`src/ccr_pkg.sv`:
```
// Package for the contrast ratio core: payload types, controller codes and the sRGB ROM.
`default_nettype none

package ccr_pkg;

   // Parameter defaults
   localparam int RATIO_FRAC_BITS_DEF = 8;
   localparam int COUNT_BITS_DEF      = 16;

   // Fixed field widths
   localparam int CHAN_W      = 8;
   localparam int RATIO_OUT_W = 13;
   localparam int COUNT_OUT_W = 16;
   localparam int THRESH_W    = 13;
   localparam int LIN_W       = 16;
   localparam int ACC_W       = 32;
   localparam int LUM_W       = 16;
   localparam int OFS_W       = 17;

   localparam logic [THRESH_W-1:0] THRESH_RESET = 13'd1152;
   localparam logic [OFS_W-1:0]    LUM_OFFSET   = 17'd3277;

   // Luminance weights, Q0.16
   localparam logic [LIN_W-1:0] W_RED   = 16'd13933;
   localparam logic [LIN_W-1:0] W_GREEN = 16'd46871;
   localparam logic [LIN_W-1:0] W_BLUE  = 16'd4732;

   // Color channel codes for the luminance steps
   localparam logic [1:0] CH_RED   = 2'd0;
   localparam logic [1:0] CH_GREEN = 2'd1;
   localparam logic [1:0] CH_BLUE  = 2'd2;

   // One input item
   typedef struct packed {
      logic [CHAN_W-1:0] fg_red;
      logic [CHAN_W-1:0] fg_green;
      logic [CHAN_W-1:0] fg_blue;
      logic [CHAN_W-1:0] bg_red;
      logic [CHAN_W-1:0] bg_green;
      logic [CHAN_W-1:0] bg_blue;
      logic              start_series;
   } req_type;

   // One result item
   typedef struct packed {
      logic [RATIO_OUT_W-1:0] ratio_q8;
      logic                   below_flag;
      logic [RATIO_OUT_W-1:0] worst_q8;
      logic [COUNT_OUT_W-1:0] below_count;
   } rsp_type;

   // Controller states
   typedef enum logic [2:0] {
      ST_IDLE,
      ST_LUM,
      ST_PREP,
      ST_DIV,
      ST_DONE
   } state_type;

   // Controller to datapath
   typedef struct packed {
      logic       load;
      logic       lum;
      logic [1:0] ch;
      logic       prep;
      logic       div;
      logic       commit;
   } cmd_type;

   // Datapath to controller
   typedef struct packed {
      logic out_stall;
   } status_type;

   // Linearization table, built at elaboration
   typedef logic [255:0][LIN_W-1:0] lin_rom_type;

   function automatic lin_rom_type build_lin_rom();
      lin_rom_type rom;
      logic [63:0] e;
      logic [63:0] p;
      logic [63:0] r;
      logic [63:0] s;
      logic [63:0] q;
      logic [63:0] t;
      logic [63:0] q2;
      logic [63:0] q4;
      logic [63:0] q5;
      rom = '0;
      for (int c = 0; c < 256; c++) begin
         if (c <= 10) begin
            // linear segment, rounded
            e = (64'(c) * 64'd6553600 + 64'd164730) / 64'd329460;
         end else begin
            p = 64'd40 * 64'(c) + 64'd561;
            r = (p << 32) / 64'd10761;
            if (r > 64'hFFFF_FFFF) begin
               r = 64'hFFFF_FFFF;
            end
            s = (r * r) >> 32;
            q = 64'd0;
            // bitwise search for the fifth root of s
            for (int b = 31; b >= 0; b--) begin
               t  = q | (64'd1 << b);
               q2 = (t * t) >> 32;
               q4 = (q2 * q2) >> 32;
               q5 = (q4 * t) >> 32;
               if (q5 <= s) begin
                  q = t;
               end
            end
            e = (((s * q) >> 32) + 64'd32768) >> 16;
            if (e > 64'd65535) begin
               e = 64'd65535;
            end
         end
         rom[c] = e[LIN_W-1:0];
      end
      return rom;
   endfunction

   localparam lin_rom_type LIN_ROM = build_lin_rom();

endpackage

`default_nettype wire

```
`src/ccr_ctrl.sv`:
```
// Controller state machine: sequences luminance, divide and commit for one item.
`default_nettype none

module ccr_ctrl
   import ccr_pkg::*;
#(
   parameter int RATIO_FRAC_BITS = RATIO_FRAC_BITS_DEF
) (
   input  wire logic       clock,
   input  wire logic       reset,
   input  wire logic       req_valid,
   output logic            req_ready,
   input  wire status_type status,
   output cmd_type         cmd
);

   localparam int RATIO_W = RATIO_FRAC_BITS + 5;
   localparam int DCNT_W  = $clog2(RATIO_W);
   localparam logic [DCNT_W-1:0] DCNT_LAST = DCNT_W'(RATIO_W - 1);

   state_type         state_ff, state_in;
   logic [1:0]        lum_cnt_ff, lum_cnt_in;
   logic [DCNT_W-1:0] div_cnt_ff, div_cnt_in;

   // State and step counters
   always_ff @(posedge clock) begin
      if (reset) begin
         state_ff   <= ST_IDLE;
         lum_cnt_ff <= CH_RED;
         div_cnt_ff <= '0;
      end else begin
         state_ff   <= state_in;
         lum_cnt_ff <= lum_cnt_in;
         div_cnt_ff <= div_cnt_in;
      end
   end

   assign lum_cnt_in = (state_ff == ST_LUM) ? lum_cnt_ff + 2'd1 : CH_RED;
   assign div_cnt_in = (state_ff == ST_DIV) ? div_cnt_ff + DCNT_W'(1) : '0;

   // Next state
   always_comb begin
      state_in = state_ff;
      case (state_ff)
         ST_IDLE: begin
            if (req_valid) state_in = ST_LUM;
         end
         ST_LUM: begin
            if (lum_cnt_ff == CH_BLUE) state_in = ST_PREP;
         end
         ST_PREP: begin
            state_in = ST_DIV;
         end
         ST_DIV: begin
            if (div_cnt_ff == DCNT_LAST) state_in = ST_DONE;
         end
         ST_DONE: begin
            if (!status.out_stall) state_in = ST_IDLE;
         end
         default: begin
            state_in = ST_IDLE;
         end
      endcase
   end

   // Outputs
   always_comb begin
      req_ready  = 1'b0;
      cmd        = '0;
      cmd.ch     = lum_cnt_ff;
      case (state_ff)
         ST_IDLE: begin
            req_ready = 1'b1;
            cmd.load  = req_valid;
         end
         ST_LUM: begin
            cmd.lum = 1'b1;
         end
         ST_PREP: begin
            cmd.prep = 1'b1;
         end
         ST_DIV: begin
            cmd.div = 1'b1;
         end
         ST_DONE: begin
            cmd.commit = !status.out_stall;
         end
         default: begin
            req_ready = 1'b0;
         end
      endcase
   end

endmodule

`default_nettype wire

```
`src/ccr_datapath.sv`:
```
// Datapath: ROM lookup, luminance sums, restoring divider, series state, result register.
`default_nettype none

module ccr_datapath
   import ccr_pkg::*;
#(
   parameter int RATIO_FRAC_BITS = RATIO_FRAC_BITS_DEF,
   parameter int COUNT_BITS      = COUNT_BITS_DEF
) (
   input  wire logic                clock,
   input  wire logic                reset,
   input  wire cmd_type             cmd,
   output status_type               status,
   input  wire req_type             req_data,
   input  wire logic [THRESH_W-1:0] threshold,
   output logic                     rsp_valid,
   input  wire logic                rsp_ready,
   output rsp_type                  rsp_data
);

   localparam int RATIO_W = RATIO_FRAC_BITS + 5;
   localparam logic [RATIO_W-1:0]    WORST_RESET = RATIO_W'(21) << RATIO_FRAC_BITS;
   localparam logic [COUNT_BITS-1:0] COUNT_MAX   = {COUNT_BITS{1'b1}};

   req_type              item_ff;
   logic [ACC_W-1:0]     acc_fg_ff, acc_fg_in;
   logic [ACC_W-1:0]     acc_bg_ff, acc_bg_in;
   logic [OFS_W-1:0]     rem_ff, rem_in;
   logic [OFS_W-1:0]     den_ff, den_in;
   logic [RATIO_W-1:0]   bits_ff, bits_in;
   logic [RATIO_W-1:0]   quot_ff, quot_in;
   logic [RATIO_W-1:0]   worst_ff, worst_in;
   logic [COUNT_BITS-1:0] count_ff, count_in;
   logic                 rsp_valid_ff, rsp_valid_in;
   rsp_type              rsp_data_ff, rsp_data_in;

   logic [CHAN_W-1:0]    fg_code, bg_code;
   logic [LIN_W-1:0]     weight;
   logic [ACC_W-1:0]     prod_fg, prod_bg;
   logic [LUM_W-1:0]     lum_fg, lum_bg, lum_hi, lum_lo;
   logic [OFS_W-1:0]     num_ofs;
   logic [OFS_W:0]       trial;
   logic                 trial_ge;
   logic                 below;
   logic [RATIO_W+THRESH_W-1:0]    ratio_ext, thresh_ext;
   logic [RATIO_W+RATIO_OUT_W-1:0] ratio_wide, worst_wide;
   logic [COUNT_BITS+COUNT_OUT_W-1:0] count_wide;

   assign status.out_stall = rsp_valid_ff && !rsp_ready;

   // Capture the item
   always_ff @(posedge clock) begin
      if (cmd.load) item_ff <= req_data;
   end

   // Channel select and weighted linear values
   always_comb begin
      case (cmd.ch)
         CH_RED: begin
            fg_code = item_ff.fg_red;
            bg_code = item_ff.bg_red;
            weight  = W_RED;
         end
         CH_GREEN: begin
            fg_code = item_ff.fg_green;
            bg_code = item_ff.bg_green;
            weight  = W_GREEN;
         end
         CH_BLUE: begin
            fg_code = item_ff.fg_blue;
            bg_code = item_ff.bg_blue;
            weight  = W_BLUE;
         end
         default: begin
            fg_code = '0;
            bg_code = '0;
            weight  = '0;
         end
      endcase
   end

   assign prod_fg = ACC_W'(LIN_ROM[fg_code]) * ACC_W'(weight);
   assign prod_bg = ACC_W'(LIN_ROM[bg_code]) * ACC_W'(weight);

   // Luminance accumulators, one channel per cycle
   always_comb begin
      acc_fg_in = acc_fg_ff;
      acc_bg_in = acc_bg_ff;
      if (cmd.load) begin
         acc_fg_in = '0;
         acc_bg_in = '0;
      end else if (cmd.lum) begin
         acc_fg_in = acc_fg_ff + prod_fg;
         acc_bg_in = acc_bg_ff + prod_bg;
      end
   end

   always_ff @(posedge clock) begin
      acc_fg_ff <= acc_fg_in;
      acc_bg_ff <= acc_bg_in;
   end

   // Order the luminances and offset them
   assign lum_fg  = acc_fg_ff[ACC_W-1:ACC_W-LUM_W];
   assign lum_bg  = acc_bg_ff[ACC_W-1:ACC_W-LUM_W];
   assign lum_hi  = (lum_fg > lum_bg) ? lum_fg : lum_bg;
   assign lum_lo  = (lum_fg > lum_bg) ? lum_bg : lum_fg;
   assign num_ofs = OFS_W'(lum_hi) + LUM_OFFSET;

   // Restoring divider, one quotient bit per cycle; quotient fits in RATIO_W bits,
   // so the partial remainder starts with the numerator's top bits
   assign trial    = {rem_ff, bits_ff[RATIO_W-1]};
   assign trial_ge = trial >= {1'b0, den_ff};

   always_comb begin
      rem_in  = rem_ff;
      den_in  = den_ff;
      bits_in = bits_ff;
      quot_in = quot_ff;
      if (cmd.prep) begin
         rem_in  = {5'd0, num_ofs[OFS_W-1:5]};
         den_in  = OFS_W'(lum_lo) + LUM_OFFSET;
         bits_in = {num_ofs[4:0], {RATIO_FRAC_BITS{1'b0}}};
         quot_in = '0;
      end else if (cmd.div) begin
         rem_in  = trial_ge ? OFS_W'(trial - {1'b0, den_ff}) : trial[OFS_W-1:0];
         bits_in = bits_ff << 1;
         quot_in = {quot_ff[RATIO_W-2:0], trial_ge};
      end
   end

   always_ff @(posedge clock) begin
      rem_ff  <= rem_in;
      den_ff  <= den_in;
      bits_ff <= bits_in;
      quot_ff <= quot_in;
   end

   // Series state
   assign ratio_ext  = {{THRESH_W{1'b0}}, quot_ff};
   assign thresh_ext = {{RATIO_W{1'b0}}, threshold};
   assign below      = ratio_ext < thresh_ext;

   always_comb begin
      worst_in = worst_ff;
      count_in = count_ff;
      if (cmd.commit) begin
         if (item_ff.start_series) begin
            worst_in = quot_ff;
            count_in = {{(COUNT_BITS-1){1'b0}}, below};
         end else begin
            if (quot_ff < worst_ff) worst_in = quot_ff;
            if (below && count_ff != COUNT_MAX) count_in = count_ff + COUNT_BITS'(1);
         end
      end
   end

   always_ff @(posedge clock) begin
      if (reset) begin
         worst_ff <= WORST_RESET;
         count_ff <= '0;
      end else begin
         worst_ff <= worst_in;
         count_ff <= count_in;
      end
   end

   // Result register
   assign ratio_wide = {{RATIO_OUT_W{1'b0}}, quot_ff};
   assign worst_wide = {{RATIO_OUT_W{1'b0}}, worst_in};
   assign count_wide = {{COUNT_OUT_W{1'b0}}, count_in};

   always_comb begin
      rsp_valid_in = rsp_valid_ff;
      rsp_data_in  = rsp_data_ff;
      if (cmd.commit) begin
         rsp_valid_in            = 1'b1;
         rsp_data_in.ratio_q8    = ratio_wide[RATIO_OUT_W-1:0];
         rsp_data_in.below_flag  = below;
         rsp_data_in.worst_q8    = worst_wide[RATIO_OUT_W-1:0];
         rsp_data_in.below_count = count_wide[COUNT_OUT_W-1:0];
      end else if (rsp_ready) begin
         rsp_valid_in = 1'b0;
      end
   end

   always_ff @(posedge clock) begin
      if (reset) begin
         rsp_valid_ff <= 1'b0;
      end else begin
         rsp_valid_ff <= rsp_valid_in;
      end
   end

   always_ff @(posedge clock) begin
      rsp_data_ff <= rsp_data_in;
   end

   assign rsp_valid = rsp_valid_ff;
   assign rsp_data  = rsp_data_ff;

endmodule

`default_nettype wire

```
`src/color_contrast_ratio_core.sv`:
```
// Top level of the contrast ratio core: register port, controller and datapath.
//
//   port group   direction  handshake              payload
//   req_*        in         req_valid/req_ready    req_type (two colors, start flag)
//   rsp_*        out        rsp_valid/rsp_ready    rsp_type (ratio, flag, worst, count)
//   APB          in         psel/penable/pwrite    threshold register at address 0
//
// From accept to result an item passes an accept step, three luminance steps
// (one channel per cycle), a setup step, the restoring divider (one quotient
// bit per cycle) and a commit step.
// A new item is taken after commit while the previous result may still wait.
// Commit holds while the result register is full and not taken.
// Reset clears control and the count, and sets the threshold to THRESH_RESET and the running minimum to WORST_RESET.
`default_nettype none

module color_contrast_ratio_core
   import ccr_pkg::*;
#(
   parameter int RATIO_FRAC_BITS = RATIO_FRAC_BITS_DEF,
   parameter int COUNT_BITS      = COUNT_BITS_DEF
) (
   input  wire logic        clock,
   input  wire logic        reset,
   input  wire logic        req_valid,
   output logic             req_ready,
   input  wire req_type     req_data,
   output logic             rsp_valid,
   input  wire logic        rsp_ready,
   output rsp_type          rsp_data,
   input  wire logic        psel,
   input  wire logic        penable,
   input  wire logic        pwrite,
   input  wire logic [2:0]  paddr,
   input  wire logic [31:0] pwdata,
   output logic [31:0]      prdata,
   output logic             pready
);

   logic [THRESH_W-1:0] threshold_ff, threshold_in;
   logic                thr_sel;
   cmd_type             cmd;
   status_type          status;

   // Register port
   assign pready  = 1'b1;
   assign thr_sel = (paddr[2] == 1'b0);
   assign prdata  = thr_sel ? {{(32-THRESH_W){1'b0}}, threshold_ff} : 32'd0;

   assign threshold_in = (psel && penable && pwrite && thr_sel)
                       ? pwdata[THRESH_W-1:0] : threshold_ff;

   always_ff @(posedge clock) begin
      if (reset) begin
         threshold_ff <= THRESH_RESET;
      end else begin
         threshold_ff <= threshold_in;
      end
   end

   // Controller
   ccr_ctrl #(
      .RATIO_FRAC_BITS (RATIO_FRAC_BITS)
   ) u_ctrl (
      .clock     (clock),
      .reset     (reset),
      .req_valid (req_valid),
      .req_ready (req_ready),
      .status    (status),
      .cmd       (cmd)
   );

   // Datapath
   ccr_datapath #(
      .RATIO_FRAC_BITS (RATIO_FRAC_BITS),
      .COUNT_BITS      (COUNT_BITS)
   ) u_datapath (
      .clock     (clock),
      .reset     (reset),
      .cmd       (cmd),
      .status    (status),
      .req_data  (req_data),
      .threshold (threshold_ff),
      .rsp_valid (rsp_valid),
      .rsp_ready (rsp_ready),
      .rsp_data  (rsp_data)
   );

`ifndef ASSERT_OFF
   // Commit never overwrites a result that is still waiting
   a_no_overwrite: assert property (@(posedge clock) disable iff (reset)
      cmd.commit |-> !(rsp_valid && !rsp_ready))
      else $error("result overwritten while held");

   // A commit always presents an item next cycle
   a_commit_shows: assert property (@(posedge clock) disable iff (reset)
      cmd.commit |=> rsp_valid)
      else $error("commit without result");

   // No item is accepted while one is in the divider or committing
   a_one_in_flight: assert property (@(posedge clock) disable iff (reset)
      (req_valid && req_ready) |-> (!cmd.div && !cmd.commit && !cmd.lum))
      else $error("item accepted during work");
`endif

endmodule

`default_nettype wire
```
`config.mk`:
```
export PLATFORM = sky130hd
export DESIGN_NAME = color_contrast_ratio_core
export DESIGN_NICKNAME = d
export VERILOG_FILES = /design/src/ccr_pkg.sv /design/src/ccr_ctrl.sv /design/src/ccr_datapath.sv /design/src/color_contrast_ratio_core.sv
export SDC_FILE = /design/constraint.sdc
export NUM_CORES = 2
export LEC_CHECK = 0
export BUFFER_PORTS_ARGS = -buffer_cell sky130_fd_sc_hd__buf_2
export CAP_MARGIN = 20
export CELL_PAD_IN_SITES_DETAIL_PLACEMENT = 1
export CELL_PAD_IN_SITES_GLOBAL_PLACEMENT = 2
export CORE_UTILIZATION = 42
export DETAILED_ROUTE_END_ITERATION = 8
export PLACE_DENSITY_LB_ADDON = 0.1
export SLEW_MARGIN = 5
export SYNTH_ARGS = -nofsm -noshare
export SYNTH_HDL_FRONTEND = slang
export SYNTH_SLANG_ARGS = --single-unit
```
`constraint.sdc`:
```
create_clock -name clock -period 16 [get_ports clock]
set_input_delay 0 -clock clock [delete_from_list [all_inputs] [get_ports clock]]
set_output_delay 0 -clock clock [all_outputs]
set_load 0.1 [all_outputs]
```
==> summary.txt <==
Outcome
  – Result of the run: complete, no violations

Global routing
  – GR peak layer: met2
  – M1 GR Usage: 0.4286
  – Maximum number of pins on one net before global-route repair: 73
  – Via count of the first global-routing pass: 37,140
  – Met3 GRT Util: 0.05371
  – First-pass GRT wire length: between 200,000 and 250,000 microns
  – Global-route met2 utilization: 0.5456
  – Total congestion overflow after global routing: 0
  – Overall track demand over capacity in global routing: 0.3307
  – Initial antenna violation count: 0

Floorplanning
  – Core area: 87,160 sq um
  – Die X-Extent: around 300 microns
  – Height of the die: roughly 300 microns
  – Overall die area: 89,600 sq um
  – Starting Density: 0.4260
  – Top-Level Pins: 169
  – Row cnt: 108

Place
  – Port-buffer cells: ~130
  – Worst slack, placed: 4.450 ns
  – HPWL after detailed placement: 107,100 microns
  – Instance count after placement with tap cells included: roughly 5,700
  – RD Place Congestion: 0.9992

Finish
  – Total Nets Final: 5,422
  – Synthesis-to-finish area growth: 9.290%
  – Fraction of final layout cells sized beyond drive strength 1: 0.08021
  – Non-filler instance count after layout: 5,796

STA
  – Final number of hold-violating endpoints: 0
  – Crit path time final: 11.97 ns
  – Period utilisation layout: 0.7482
  – Final worst-path setup slack: 4.028 ns
  – Number of pins with negative max-slew slack in the final report: 0
  – Setup repair after global routing missed its margin: false
  – Achievable clock frequency: 0.08353 GHz
  – Slew of the pin with the lowest slew margin: 1.372 ns
  – Hold slack final: 0.1080 ns
  – Sum of negative setup slack: 0 ns
  – Worst slew margin: 0.08560
  – # setup viols final: 0
  – Largest clock skew in the final design: 0.04809 ns

Yosys
  – Most common flop cell mapped by yosys: dfxtp_1
  – Yosys top cell by area: fa_1
  – Count of warnings emitted by yosys: 0
  – Proportion of synthesized chip area in sequential cells: 0.1741
  – Largest cells by area after synthesis: fa_1 19%, ha_1 12%, edfxtp_1 10%, dfxtp_1 7.2%, inv_1 6.7%
  – Syn Area/Cell: a little over 8 sq um
  – Register bit count reported by yosys: 260
  – Top-area cell type share of the netlist area: 0.1898
  – Number of flops mapped to enable cells by yosys: 126
  – Fraction of synthesis flops using an asynchronous set or reset pin: 0
  – Cell area after synthesis: ~37,000 sq um
  – Library cells used by synthesis: 95
  – Cells after Synth: 4,556

Clock tree
  – Clock latency on the worst-skew pair: 0.60 ns
  – Buffer depth of the longest clock path: 3
  – Post-CTS setup-driven buffer insertion count: 0
  – TritonCTS clock tree: built
  – CTS buffer count: 35
  – Clock edge transition at the registers on the reported setup and hold paths: 0.06 ns
  – CTS H-tree lvls: 2
  – Root Buffer Master: clkbuf_16
  – TritonCTS sink count: 260

Setup path
  – CP max FO: 32
  – Critical path start-end classification: reg2reg
  – CP max stage delay: 0.97 ns
  – Critical path data arrival time: 12.46 ns
  – Kind of launch point of the worst setup path: register
  – Required time at the worst-slack endpoint: 16.48 ns
  – Most frequent cell on the critical path: inv_1
  – Worst setup EP type: register
  – Cell with the biggest individual delay on the critical path: a222oi_1

Routing
  – DRT antenna net count: 0
  – Detail-routed net length per standard cell: 25.47 microns
  – Detailed-route DRC error count: 0
  – DR vias: around 35,000
  – Count of routing violations after the opening detailed-route iteration: 3,252
  – 1st-pass router iterations: 6
  – Routed wire length: 147,600 microns
  – Via density: slightly above 6

Flow run
  – MaxCap Viol Count: 0

Hold path
  – Tightest Hold Check Type: in2reg
-- worst max-delay path: cells and delay by family (launching register included) --
| kind | cells | cell delay, ns |
|---|---|---|
| AO/OA/AOI/OAI | 9 | 4.33 |
| adder cells (fa/ha/maj) | 9 | 3.92 |
| AND/OR/NAND/NOR | 8 | 1.96 |
| buffers and inverters | 7 | 0.91 |
| flip-flops | 1 | 0.43 |
| multiplexers | 1 | 0.23 |
-- layer usage --
metal,wire length (microns),vias to the layer above
met1,60220,17640
met2,69120,1518
met3,11350,442
met5,0,-
li1,-,15800
met4,6921,0
-- cell usage in the layout, fill, tap and decap left out, types with 32 or more instances in the layout --
| cell | instances |
|---|---|
| nand2b_1 | 42 |
| edfxtp_1 | 126 |
| a21oi_1 | 353 |
| buf_2 | 128 |
| nor3_1 | 85 |
| a21o_1 | 54 |
| a211oi_1 | 67 |
| o21ai_0 | 252 |
| xnor2_1 | 57 |
| xor2_1 | 43 |
| o211ai_1 | 49 |
| nand3_1 | 72 |
| nor2b_1 | 44 |
| and2_1 | 58 |
| nor2_1 | 333 |
| mux2i_1 | 32 |
| a31oi_1 | 65 |
| inv_1 | 666 |
| nand2_1 | 402 |
| o22ai_1 | 36 |
| fa_1 | 352 |
| dfxtp_1 | 134 |
| buf_4 | 100 |
| clkbuf_16 | 36 |
| ha_1 | 365 |
| dlygate4sd3_1 | 72 |
-- synthesized netlist by cell type (32+ instances only) --
cell and n:
inv_1 666, a211oi_1 67, buf_2 80, nand2_1 403
xor2_1 43, o211ai_1 49, a21oi_1 354, a21o_1 54
edfxtp_1 126, nor2_1 339, o22ai_1 36, and2_1 59
mux2i_1 32, nor3_1 85, nand3_1 72, dfxtp_1 134
a31oi_1 65, nand2b_1 42, ha_1 367, xnor2_1 57
clkbuf_1 162, nor2b_1 44, fa_1 352, o21ai_0 253
-- registers in the layout, indices dropped and copies added, names as in the netlist, 5 cells and up --
| signal | count |
|---|---|
| threshold_ff | 13 |
| u_datapath.worst_ff | 13 |
| u_datapath.acc_fg_ff | 32 |
| u_datapath.den_ff | 17 |
| u_datapath.rsp_data | 43 |
| u_datapath.quot_ff | 13 |
| u_datapath.bits_ff | 5 |
| u_datapath.count_ff | 16 |
| u_datapath.rem_ff | 17 |
| u_datapath.acc_bg_ff | 32 |
| u_datapath.item_ff | 49 |
-- per-stage QoR --
stage | instance area, sq um | utilization
5_1_grt | 40570 | 0.4655
4_1_cts | 40570 | 0.4654
6_report | 40580 | 0.4656
3_3_place_gp | 38720 | 0.4442
3_5_place_dp | 38740 | 0.4445
2_1_floorplan | 37200 | -
-- worst paths after layout --
kind	to	start	cells after the start	slack [ns]
setup / recovery	u_datapath.acc_fg_ff[31]	u_ctrl.lum_cnt_ff[0]	34	4.03
hold / removal	u_datapath.item_ff[18]	req_data[18]	2	0.11
setup reg to reg	u_datapath.acc_fg_ff[31]	u_ctrl.lum_cnt_ff[0]	34	4.03
hold reg to reg	u_datapath.acc_bg_ff[12]	u_datapath.acc_bg_ff[12]	2	0.46
-- repair_timing --
item / 4_1_cts / 5_1_grt
endpoints found under the hold margin: 80 / 0
gates resized for setup: 0 / 0
endpoints found under the setup margin: 0 / 0
hold buffers: 72 / 0
-- cells by family after synthesis --
| kind of cell | Yosys count | share of synthesized area |
|---|---|---|
| AOI/OAI and AO/OA | 1228 | 0.2155 |
| and+or+nand+nor | 1216 | 0.1521 |
| buffers and inverters | 974 | 0.1045 |
| adders and majority gates | 719 | 0.3135 |
| DFF | 260 | 0.1741 |
| xor gates and xnor gates | 100 | 0.02359 |
| muxes | 57 | 0.01651 |
| other | 2 | 0.0002023 |
-- area by class of cell --
cell class                 instances  area, sq um
fill                           10580        46580
multi-input combinational       3340        26890
sequential                       260         6466
inverter                         672         2525
timing repair buffer             303         2140
tap                             1155         1445
clock buffer                      48        955.9
clock inverter                    15        146.4
antenna                            3        7.507
Power is left out: the tool's default activity adds up to more than one toggle a clock period on the data nets, which glitch-free logic cannot reach.
